<file path="config.mk">
export PLATFORM = sky130hd
export DESIGN_NAME = tls_client_hello_field_extractor
export DESIGN_NICKNAME = d
export VERILOG_FILES = /design/src/rtl/core/tlsche_pkg.sv /design/src/rtl/core/tlsche_front.sv /design/src/rtl/core/tlsche_queue.sv /design/src/rtl/core/tls_client_hello_field_extractor.sv
export SDC_FILE = /design/constraint.sdc
export NUM_CORES = 2
export LEC_CHECK = 0
export BUFFER_PORTS_ARGS = -buffer_cell sky130_fd_sc_hd__buf_2
export CAP_MARGIN = 20
export CELL_PAD_IN_SITES_DETAIL_PLACEMENT = 0
export CELL_PAD_IN_SITES_GLOBAL_PLACEMENT = 1
export CORE_MARGIN = 8
export CORE_UTILIZATION = 40
export CTS_CLUSTER_SIZE = 14
export DETAILED_ROUTE_END_ITERATION = 12
export PLACE_DENSITY_LB_ADDON = 0.3
export SYNTH_ARGS = -nofsm -noshare
export SYNTH_HDL_FRONTEND = slang
export SYNTH_SLANG_ARGS = --single-unit
</file>
<file path="constraint.sdc">
create_clock -name clock -period 14.9 [get_ports clock]
set_input_delay 2.98 -clock clock [delete_from_list [all_inputs] [get_ports clock]]
set_output_delay 2.98 -clock clock [all_outputs]
set_load 0.01 [all_outputs]
</file>
<file path="src/rtl/core/tlsche_pkg.sv">
// ----------------------------------------------------------------------------
// tlsche_pkg: shared types and constants for the ClientHello field extractor
// Request/response payload structs, item kinds and front-to-back record.
// ----------------------------------------------------------------------------
package tlsche_pkg;

   localparam int DefaultMaxVersions = 32;

   localparam logic [2:0] KIND_RANDOM  = 3'd0;
   localparam logic [2:0] KIND_SESSION = 3'd1;
   localparam logic [2:0] KIND_NAME    = 3'd2;
   localparam logic [2:0] KIND_KEY     = 3'd3;
   localparam logic [2:0] KIND_VERSION = 3'd4;
   localparam logic [2:0] KIND_STATUS  = 3'd5;

   typedef struct packed {
      logic [7:0] data_byte;
      logic       end_of_buffer;
   } req_type;

   typedef struct packed {
      logic [2:0]  item_kind;
      logic [15:0] item_value;
      logic        parse_ok;
      logic        name_found;
      logic        key_found;
      logic [5:0]  version_count;
      logic        last_of_run;
   } rsp_type;

   // One classified byte: up to two result items.
   typedef struct packed {
      logic    has_first;
      logic    has_second;
      rsp_type first;
      rsp_type second;
   } work_type;

endpackage

</file>
<file path="src/rtl/core/tlsche_front.sv">
// ----------------------------------------------------------------------------
// tlsche_front: byte parser
// Walks the record, handshake header and extension block one byte per cycle while step is high.
// ----------------------------------------------------------------------------
module tlsche_front #(
   parameter int MAX_VERSIONS = tlsche_pkg::DefaultMaxVersions
) (
   input  logic                 clock,
   input  logic                 reset,
   input  logic                 step,
   input  tlsche_pkg::req_type  req,
   output tlsche_pkg::work_type work
);
   import tlsche_pkg::*;

   localparam int VCapInt = (MAX_VERSIONS > 63) ? 63 : MAX_VERSIONS;
   localparam logic [5:0] VCap = 6'(VCapInt);
   localparam logic [25:0] PosCap = 26'h2000000;

   localparam logic [4:0] PH_HEAD = 5'd0, PH_SID = 5'd1, PH_CS_HI = 5'd2,
      PH_CS_LO = 5'd3, PH_CS = 5'd4, PH_COMP_LEN = 5'd5, PH_COMP = 5'd6,
      PH_EXT_HI = 5'd7, PH_EXT_LO = 5'd8, PH_XH0 = 5'd9, PH_XH1 = 5'd10,
      PH_XH2 = 5'd11, PH_XH3 = 5'd12, PH_IDLE = 5'd13, PH_XSKIP = 5'd14,
      PH_S_SKIP = 5'd15, PH_S_TYPE = 5'd16, PH_S_NHI = 5'd17, PH_S_NLO = 5'd18,
      PH_S_NAME = 5'd19, PH_K_L0 = 5'd20, PH_K_L1 = 5'd21, PH_K_G0 = 5'd22,
      PH_K_G1 = 5'd23, PH_K_N0 = 5'd24, PH_K_N1 = 5'd25, PH_K_SKIP = 5'd26,
      PH_K_PRE = 5'd27, PH_K_KEY = 5'd28, PH_V_LEN = 5'd29, PH_V_HI = 5'd30,
      PH_V_LO = 5'd31;

   logic [4:0]  phase_ff, phase_in;
   logic [25:0] pos_ff, pos_in;
   logic [15:0] rec_len_ff, rec_len_in;
   logic [23:0] hs_len_ff, hs_len_in;
   logic [15:0] remain_ff, remain_in;
   logic [17:0] exts_end_ff, exts_end_in, ext_end_ff, ext_end_in;
   logic [17:0] list_end_ff, list_end_in;
   logic [15:0] ext_id_ff, ext_id_in, group_ff, group_in;
   logic [7:0]  held_ff, held_in;
   logic [3:0]  flags_ff, flags_in;
   logic        err_ff, err_in;
   logic [5:0]  vseen_ff, vseen_in;
   logic [7:0]  vpend_ff, vpend_in;

   logic [7:0]  b;
   logic [15:0] w;
   logic [26:0] p1;
   logic        emit;
   logic [2:0]  ekind;
   logic [15:0] evalue;
   logic [26:0] wend;
   logic [7:0]  vsum;
   logic [26:0] sz;
   logic        ok;
   rsp_type     r1, r2;

   always_comb begin
      b = req.data_byte;
      w = {held_ff, b};
      p1 = {1'b0, pos_ff} + 27'd1;
      phase_in = phase_ff; pos_in = pos_ff; rec_len_in = rec_len_ff;
      hs_len_in = hs_len_ff; remain_in = remain_ff; exts_end_in = exts_end_ff;
      ext_end_in = ext_end_ff; list_end_in = list_end_ff; ext_id_in = ext_id_ff;
      group_in = group_ff; held_in = held_ff; flags_in = flags_ff; err_in = err_ff;
      vseen_in = vseen_ff; vpend_in = vpend_ff;
      emit = 1'b0; ekind = KIND_RANDOM; evalue = {8'd0, b};
      wend = p1 + 27'(w);
      case (phase_ff)
         PH_HEAD: begin
            if (pos_ff == 26'd0 && b != 8'd22) begin
               err_in = 1'b1; phase_in = PH_IDLE;
            end else if (pos_ff == 26'd3) held_in = b;
            else if (pos_ff == 26'd4) rec_len_in = w;
            else if (pos_ff == 26'd5 && b != 8'd1) begin
               err_in = 1'b1; phase_in = PH_IDLE;
            end else if (pos_ff >= 26'd6 && pos_ff <= 26'd8)
               hs_len_in = {hs_len_ff[15:0], b};
            else if (pos_ff >= 26'd11 && pos_ff <= 26'd42) begin
               emit = 1'b1; ekind = KIND_RANDOM;
            end else if (pos_ff >= 26'd43) begin
               if (b > 8'd32) begin
                  err_in = 1'b1; phase_in = PH_IDLE;
               end else if (b == 8'd0) phase_in = PH_CS_HI;
               else begin
                  remain_in = {8'd0, b}; phase_in = PH_SID;
               end
            end
         end
         PH_SID: begin
            emit = 1'b1; ekind = KIND_SESSION;
            remain_in = remain_ff - 16'd1;
            if (remain_in == 16'd0) phase_in = PH_CS_HI;
         end
         PH_CS_HI: begin held_in = b; phase_in = PH_CS_LO; end
         PH_CS_LO: begin
            if (w[0]) begin
               err_in = 1'b1; phase_in = PH_IDLE;
            end else if (w == 16'd0) phase_in = PH_COMP_LEN;
            else begin
               remain_in = w; phase_in = PH_CS;
            end
         end
         PH_CS: begin
            remain_in = remain_ff - 16'd1;
            if (remain_in == 16'd0) phase_in = PH_COMP_LEN;
         end
         PH_COMP_LEN: begin
            if (b == 8'd0) phase_in = PH_EXT_HI;
            else begin
               remain_in = {8'd0, b}; phase_in = PH_COMP;
            end
         end
         PH_COMP: begin
            remain_in = remain_ff - 16'd1;
            if (remain_in == 16'd0) phase_in = PH_EXT_HI;
         end
         PH_EXT_HI: begin held_in = b; phase_in = PH_EXT_LO; end
         PH_EXT_LO: begin
            // positions stay below 2^17 here, so 18 bits hold the end
            exts_end_in = wend[17:0]; phase_in = PH_XH0;
         end
         PH_XH0: begin
            if ({1'b0, pos_ff} + 27'd4 > {9'd0, exts_end_ff}) phase_in = PH_IDLE;
            else begin
               held_in = b; phase_in = PH_XH1;
            end
         end
         PH_XH1: begin ext_id_in = w; phase_in = PH_XH2; end
         PH_XH2: begin held_in = b; phase_in = PH_XH3; end
         PH_XH3: begin
            ext_end_in = wend[17:0];
            flags_in = {2'b00, flags_ff[1:0]};
            vpend_in = 8'd0;
            if (w == 16'd0) phase_in = PH_XH0;
            else if (ext_id_ff == 16'd0) begin
               remain_in = 16'd2; phase_in = PH_S_SKIP;
            end else if (ext_id_ff == 16'd51) phase_in = PH_K_L0;
            else if (ext_id_ff == 16'd43) phase_in = PH_V_LEN;
            else phase_in = PH_XSKIP;
         end
         PH_S_SKIP: begin
            remain_in = remain_ff - 16'd1;
            if (remain_in == 16'd0) phase_in = PH_S_TYPE;
         end
         PH_S_TYPE: begin
            if ({1'b0, pos_ff} + 27'd3 > {9'd0, ext_end_ff}) phase_in = PH_XSKIP;
            else begin
               group_in = {8'd0, b}; phase_in = PH_S_NHI;
            end
         end
         PH_S_NHI: begin held_in = b; phase_in = PH_S_NLO; end
         PH_S_NLO: begin
            if (group_ff != 16'd0) begin
               if (w == 16'd0) phase_in = PH_S_TYPE;
               else begin
                  remain_in = w; phase_in = PH_S_SKIP;
               end
            end else if (wend > {9'd0, ext_end_ff}) phase_in = PH_XSKIP;
            else begin
               flags_in[2] = 1'b1;
               if (w == 16'd0) phase_in = PH_XSKIP;
               else begin
                  remain_in = w; phase_in = PH_S_NAME;
               end
            end
         end
         PH_S_NAME: begin
            emit = 1'b1; ekind = KIND_NAME;
            remain_in = remain_ff - 16'd1;
            if (remain_in == 16'd0) phase_in = PH_XSKIP;
         end
         PH_K_L0: begin held_in = b; phase_in = PH_K_L1; end
         PH_K_L1: begin
            list_end_in = (wend < {9'd0, ext_end_ff}) ? wend[17:0] : ext_end_ff;
            phase_in = PH_K_G0;
         end
         PH_K_G0: begin
            if ({1'b0, pos_ff} + 27'd4 > {9'd0, list_end_ff}) phase_in = PH_XSKIP;
            else begin
               held_in = b; phase_in = PH_K_G1;
            end
         end
         PH_K_G1: begin group_in = w; phase_in = PH_K_N0; end
         PH_K_N0: begin held_in = b; phase_in = PH_K_N1; end
         PH_K_N1: begin
            if (wend > {9'd0, list_end_ff}) phase_in = PH_XSKIP;
            else if (group_ff == 16'h001d && w == 16'd32) begin
               flags_in[3] = 1'b1; remain_in = 16'd32; phase_in = PH_K_KEY;
            end else if (group_ff == 16'h11ec && w >= 16'd32) begin
               flags_in[3] = 1'b1;
               if (w > 16'd32) begin
                  remain_in = w - 16'd32; phase_in = PH_K_PRE;
               end else begin
                  remain_in = 16'd32; phase_in = PH_K_KEY;
               end
            end else if (w == 16'd0) phase_in = PH_K_G0;
            else begin
               remain_in = w; phase_in = PH_K_SKIP;
            end
         end
         PH_K_SKIP: begin
            remain_in = remain_ff - 16'd1;
            if (remain_in == 16'd0) phase_in = PH_K_G0;
         end
         PH_K_PRE: begin
            remain_in = remain_ff - 16'd1;
            if (remain_in == 16'd0) begin
               remain_in = 16'd32; phase_in = PH_K_KEY;
            end
         end
         PH_K_KEY: begin
            emit = 1'b1; ekind = KIND_KEY;
            remain_in = remain_ff - 16'd1;
            if (remain_in == 16'd0) phase_in = PH_XSKIP;
         end
         PH_V_LEN: begin
            wend = p1 + 27'(b);
            list_end_in = (wend < {9'd0, ext_end_ff}) ? wend[17:0] : ext_end_ff;
            phase_in = PH_V_HI;
         end
         PH_V_HI: begin
            if ({1'b0, pos_ff} + 27'd2 > {9'd0, list_end_ff}) phase_in = PH_XSKIP;
            else begin
               held_in = b; phase_in = PH_V_HI + 5'd1;
            end
         end
         PH_V_LO: begin
            emit = 1'b1; ekind = KIND_VERSION; evalue = w;
            if (vpend_ff != 8'd255) vpend_in = vpend_ff + 8'd1;
            phase_in = PH_V_HI;
         end
         default: ;
      endcase

      // close the current extension on its last byte
      vsum = 8'd0;
      if (phase_in >= PH_XSKIP && p1 >= {9'd0, ext_end_in}) begin
         flags_in = {2'b00, flags_in[1:0] | flags_in[3:2]};
         vsum = 8'(vseen_ff) + vpend_in;
         vseen_in = ({1'b0, vsum} < {3'd0, VCap}) ? vsum[5:0] : VCap;
         vpend_in = 8'd0;
         phase_in = PH_XH0;
      end

      if (pos_ff < PosCap) pos_in = p1[25:0];
      sz = {1'b0, pos_in};
      ok = !err_ff && !err_in && phase_in >= PH_EXT_HI
           && sz >= 27'd5 + 27'(rec_len_in) && sz >= 27'd9 + 27'(hs_len_in);

      r1 = '0;
      r1.item_kind = ekind; r1.item_value = evalue;
      r2 = '0;
      r2.item_kind = KIND_STATUS;
      r2.last_of_run = 1'b1;
      if (ok) begin
         r2.parse_ok = 1'b1; r2.name_found = flags_in[0];
         r2.key_found = flags_in[1]; r2.version_count = vseen_in;
      end
      work = '0;
      if (emit) begin
         work.has_first = 1'b1;
         work.first = r1;
         work.first.last_of_run = !req.end_of_buffer;
         if (req.end_of_buffer) begin
            work.has_second = 1'b1; work.second = r2;
         end
      end else if (req.end_of_buffer) begin
         work.has_first = 1'b1; work.first = r2;
      end
   end

   always_ff @(posedge clock) begin
      if (reset || (step && req.end_of_buffer)) begin
         phase_ff <= PH_HEAD; pos_ff <= '0; rec_len_ff <= '0; hs_len_ff <= '0;
         remain_ff <= '0; exts_end_ff <= '0; ext_end_ff <= '0; list_end_ff <= '0;
         ext_id_ff <= '0; group_ff <= '0; held_ff <= '0; flags_ff <= '0;
         err_ff <= 1'b0; vseen_ff <= '0; vpend_ff <= '0;
      end else if (step) begin
         phase_ff <= phase_in; pos_ff <= pos_in; rec_len_ff <= rec_len_in;
         hs_len_ff <= hs_len_in; remain_ff <= remain_in; exts_end_ff <= exts_end_in;
         ext_end_ff <= ext_end_in; list_end_ff <= list_end_in;
         ext_id_ff <= ext_id_in; group_ff <= group_in; held_ff <= held_in;
         flags_ff <= flags_in; err_ff <= err_in; vseen_ff <= vseen_in;
         vpend_ff <= vpend_in;
      end
   end

endmodule

</file>
<file path="src/rtl/core/tlsche_queue.sv">
// ----------------------------------------------------------------------------
// tlsche_queue: result queue
// Takes up to two results a cycle, hands out one a cycle when popped, oldest first.
// ----------------------------------------------------------------------------
module tlsche_queue (
   input  logic                 clock,
   input  logic                 reset,
   input  logic                 write,
   input  tlsche_pkg::work_type work,
   input  logic                 pop,
   output logic                 empty,
   output logic                 room,
   output tlsche_pkg::rsp_type  head
);
   import tlsche_pkg::*;

   localparam int Depth = 8;

   rsp_type    mem_ff [Depth];
   logic [2:0] wptr_ff, wptr_in, rptr_ff, rptr_in;
   logic [3:0] count_ff, count_in;
   logic [3:0] nwr;
   logic       rd;

   assign empty = (count_ff == 4'd0);
   // room for a full pair even when nothing is drained this cycle
   assign room  = (count_ff <= 4'(Depth - 2));
   assign head  = mem_ff[rptr_ff];
   assign rd    = pop && !empty;

   always_comb begin
      nwr = 4'd0;
      if (write) nwr = 4'(work.has_first) + 4'(work.has_second);
      wptr_in  = wptr_ff + nwr[2:0];
      rptr_in  = rptr_ff + 3'(rd);
      count_in = count_ff + nwr - 4'(rd);
   end

   always_ff @(posedge clock) begin
      if (write && work.has_first) mem_ff[wptr_ff] <= work.first;
      if (write && work.has_second) mem_ff[wptr_ff + 3'd1] <= work.second;
   end

   always_ff @(posedge clock) begin
      if (reset) begin
         wptr_ff <= '0; rptr_ff <= '0; count_ff <= '0;
      end else begin
         wptr_ff <= wptr_in; rptr_ff <= rptr_in; count_ff <= count_in;
      end
   end

endmodule

</file>
<file path="src/rtl/core/tls_client_hello_field_extractor.sv">
// ----------------------------------------------------------------------------
// tls_client_hello_field_extractor: ClientHello field extractor
// Parses a TLS record byte stream and emits tagged ClientHello fields.
// ----------------------------------------------------------------------------
//  channel   | ports                          | moves
//  request   | req_push, req_full, req_data   | one record byte per transaction
//  response  | rsp_pop, rsp_empty, rsp_data   | one tagged item per transaction
//
// One byte is taken every cycle while req_full is low; the parser updates in
// that same cycle and drops zero, one or two items into an 8-entry queue.
// A result is registered in the queue and appears on rsp_data once older results have been popped.
// req_full rises when the queue has fewer than two free entries, so a stall
// on the response side holds the request side only once the queue fills.
// Reset is synchronous and clears the parser and queue pointers.
module tls_client_hello_field_extractor #(
   parameter int MAX_VERSIONS = tlsche_pkg::DefaultMaxVersions
) (
   input  logic                clock,
   input  logic                reset,
   input  logic                req_push,
   output logic                req_full,
   input  tlsche_pkg::req_type req_data,
   input  logic                rsp_pop,
   output logic                rsp_empty,
   output tlsche_pkg::rsp_type rsp_data
);
   import tlsche_pkg::*;

   logic     step;
   logic     room;
   work_type work;

   // accept a transaction whenever the queue can take a full pair
   assign req_full = !room;
   assign step     = req_push && room;

   tlsche_front #(.MAX_VERSIONS(MAX_VERSIONS)) u_front (
      .clock(clock), .reset(reset), .step(step), .req(req_data), .work(work)
   );

   tlsche_queue u_queue (
      .clock(clock), .reset(reset), .write(step), .work(work),
      .pop(rsp_pop), .empty(rsp_empty), .room(room), .head(rsp_data)
   );

   // a status item always ends its run
   a_status_last: assert property (@(posedge clock) disable iff (reset)
      !rsp_empty && rsp_data.item_kind == KIND_STATUS |-> rsp_data.last_of_run)
      else $error("status item without last_of_run");

   // the end-of-buffer byte always yields a result
   a_eob_result: assert property (@(posedge clock) disable iff (reset)
      step && req_data.end_of_buffer |=> !rsp_empty)
      else $error("final byte produced no result");

   // status fields are zero unless the parse succeeded
   a_flags_ok: assert property (@(posedge clock) disable iff (reset)
      !rsp_empty && !rsp_data.parse_ok |->
      !rsp_data.name_found && !rsp_data.key_found && rsp_data.version_count == 6'd0)
      else $error("flags set on failed parse");

endmodule
</file>
==> results.sh <==
export IMPL_status="complete, no violations"
export IMPL_leakage_nw=12.7
export IMPL_synth_edf_count=96
export IMPL_ff2ff_path_depth=23
export IMPL_fmaxAchievable_ghz=0.110
export IMPL_postCtsResizedCells=0
export IMPL_hold_slack_ns=0.450
export IMPL_pwr_share_clk_pct=33.5
export IMPL_coreArea_sq_um=75600
export IMPL_fillers=7593
export IMPL_drc=0
export IMPL_yosys_area_top_type_share_pct=22.8
export IMPL_holdBufCountCts=0
export IMPL_yosysTopAreaCell="dfxtp_1"
export IMPL_report_final_slew_viol_count=0
export IMPL_design_area_sq_um=33200
export IMPL_drt_pre_antenna_iters=6
export IMPL_cts_root_buf="clkbuf_16"
export IMPL_critPathMaxFanout=28
export IMPL_die_y_um=292
export IMPL_synthFlopType="dfxtp_1"
export IMPL_synth_seq_cells=442
export IMPL_drtIter0Drc=2314
export IMPL_max_cap_violations=0
export IMPL_worst_pin_slew_ns=1.17
export IMPL_antenna_left=0
export IMPL_async_reset_ff_share_pct=0
export IMPL_synthTopCellsByCount="nand2_1 (392), dfxtp_1 (346), nor2_1 (324)"
export IMPL_yosys_top_cells_area="dfxtp_1 (23%), ha_1 (9.6%), edfxtp_1 (9.5%)"
export IMPL_power_frac_seq_pct=34.7
export IMPL_synth_cell_type_count=101
export IMPL_yosysMostFrequentCell="nand2_1"
export IMPL_nNetsFinal=3831
export IMPL_slew_headroom_pct=21.5
export IMPL_p_sw_mw=1.40
export IMPL_netlist_area_sq_um=30400
export IMPL_grt_pass1_wl_mm=157
export IMPL_critical_path_class="flop to flop"
export IMPL_critPathArrivalTime_ns=9.46
export IMPL_placed_area_sq_um=31400
export IMPL_gp_congestion=0.956
export IMPL_vias=26986
export IMPL_drive_gt1_share_pct=9.22
export IMPL_yosysWarnings=0
export IMPL_cp_required_ns=15.23
export IMPL_port_buffers=43
export IMPL_dp_cells=4505
export IMPL_power_frac_comb_pct=31.8
export IMPL_dp_hpwl_mm=73.5
export IMPL_start_kind="flop"
export IMPL_post_cts_buffers=0
export IMPL_clk_pin_slew_worst_paths_ns=0.07
export IMPL_grt_antenna_before_repair=2
export IMPL_placementRows=101
export IMPL_rsz0062_at_grt="false"
export IMPL_insertion_delay_ns=0.64
export IMPL_hp_class="flop to flop"
export IMPL_min_period_ns=9.12
export IMPL_synth_seq_area_share_pct=32.3
export IMPL_seq_area_sq_um=9810
export IMPL_post_synth_cell_area_avg_sq_um=8.30
export IMPL_setup_viol=0
export IMPL_grt_overflow_total=0
export IMPL_grt_use_total_pct=23.0
export IMPL_wire_per_inst_um=22.1
export IMPL_swShare_pct=36.1
export IMPL_cts_buffer_depth=3
export IMPL_vdd_drop_max_mv=0.0909
export IMPL_io_pins=44
export IMPL_grt_max_degree=91
export IMPL_power_density_nw_per_um2=117
export IMPL_h_tree_depth=2
export IMPL_multi_input_area_sq_um=19200
export IMPL_post_route_period_util_pct=61.2
export IMPL_start_util_pct=40.2
export IMPL_hold_depth=2
export IMPL_cp_end_kind="flop"
export IMPL_syn_to_final_growth_pct=9.15
export IMPL_cts_sinks=442
export IMPL_fin_skew_ns=0.0440
export IMPL_grt_pass1_vias=25734
export IMPL_finalPower_mw=3.88
export IMPL_instances_no_fill=4600
export IMPL_die_area_sq_um=85100
export IMPL_hold_viol_final=0
export IMPL_tritoncts="built"
export IMPL_cts_buffers=51
export IMPL_p_int_mw=2.48
export IMPL_routed_via_density=5.87
export IMPL_syn_nets=3912
export IMPL_r2r_slack_ns=5.78
export IMPL_wl_mm=102
export IMPL_syn_inst=3661
export IMPL_die_x_um=292
export IMPL_tns_ns=0
==> metrics by stage <==
step                setup slack [ns]  utilization [%]
global route                    5.34             43.9
CTS                             5.92             43.9
global placement                5.56             41.6
floorplan                       6.45                -
detailed placement              5.37             41.6
finish                          5.78             43.9
==> worst max-delay path, stage by stage, from the launching register on <==
cell	delay [ns]
dfxtp_1	0.75
ha_1	0.70
nand2_1	0.37
or4_1	0.80
xnor2_1	0.59
ha_1	0.43
a21o_1	0.21
a221o_1	0.35
a211oi_1	0.70
nor2_1	0.18
xnor2_1	0.17
buf_4	0.19
ha_1	0.30
nand3_1	0.09
o21ai_0	0.46
o21ai_0	0.17
a21oi_1	0.42
nor2_1	0.11
a32o_1	0.30
a2111oi_2	0.42
a311oi_4	0.14
buf_4	0.30
mux2i_2	0.50
nor2_1	0.11
==> final timing paths <==
check                      startpoint                    to
hold reg to reg   u_front.group_ff[9]   u_front.group_ff[9]
setup / recovery    u_front.pos_ff[3]  u_queue.mem_ff[3][1]
hold / removal    u_front.group_ff[9]   u_front.group_ff[9]
setup reg to reg    u_front.pos_ff[3]  u_queue.mem_ff[3][1]
==> placed cells by master, fill, tap and decap left out, drive strengths merged, types with 11 or more instances in the layout <==
cell,synthesis,routed
mux2,32,32
a22oi,11,11
mux4,58,58
clkbuf,200,70
nand2,392,392
xor2,89,89
a21o,56,56
or4,20,20
nor4,44,44
nand4b,11,11
nor3,73,73
a211oi,43,43
xnor2,119,119
nand3,262,262
nor2b,27,27
nand3b,13,13
a31oi,33,33
a21oi,236,236
or3,20,20
and2,22,22
mux2i,80,80
a2111oi,13,13
clkinv,2,18
o31ai,13,13
edfxtp,96,96
ha,234,234
and3,41,41
nor2,325,325
o21a,23,23
inv,125,126
nand4,76,76
or2,15,15
dfxtp,346,346
o211ai,13,13
buf,43,109
nand2b,24,24
o21ai,291,291
==> power groups by stage <==
stage                     Sequential [mW]  Clock [mW]  Combinational (mW)
final                                1.35        1.30                1.23
after global routing                 1.35        1.37                1.34
after CTS                            1.34        1.33                1.22
after detailed placement             1.37           0                1.21
after global placement               1.37           0                1.21
after floorplan                      1.34           0               0.861
==> state kept, by name, summed over array words and instances (netlist names), 16 cells and up <==
register,flops
u_front.ext_end_ff,18
u_front.ext_id_ff,16
u_front.exts_end_ff,18
u_front.group_ff,16
u_front.hs_len_ff,24
u_front.list_end_ff,18
u_front.pos_ff,26
u_front.rec_len_ff,16
u_front.remain_ff,16
u_queue.mem_ff,232
==> logic make-up (layout without fill, tap and decap cells) <==
family / Yosys count / after routing / share of synthesized area [%]
buffers and inverters: 370 / 330 / 4.72
DFF: 442 / 442 / 32.3
other: 0 / 1 / 0
and+or+nand+nor: 1397 / 1397 / 22.1
xor gates and xnor gates: 208 / 208 / 5.99
adders and majority gates: 238 / 238 / 9.89
muxes: 170 / 170 / 8.19
AOI/OAI and AO/OA: 836 / 836 / 16.8
==> metal layers <==
metal,share of wire [%],GRT usage (%),wire [um]
met5,0.013,0,13
met3,5.8,3.36,5850
met4,3.7,7.89,3710
met1,44,30.5,45000
met2,46,38.3,47000
==> final cells by class <==
type | count | share of cell area [%]
multi-input combinational | 2849 | 57.9
tap | 978 | 3.69
antenna | 1 | 0.00754
sequential | 442 | 29.6
inverter | 127 | 1.44
clock buffer | 70 | 4.37
clock inverter | 24 | 0.890
timing repair buffer | 109 | 2.13
Power figures use the tool's default switching activity.
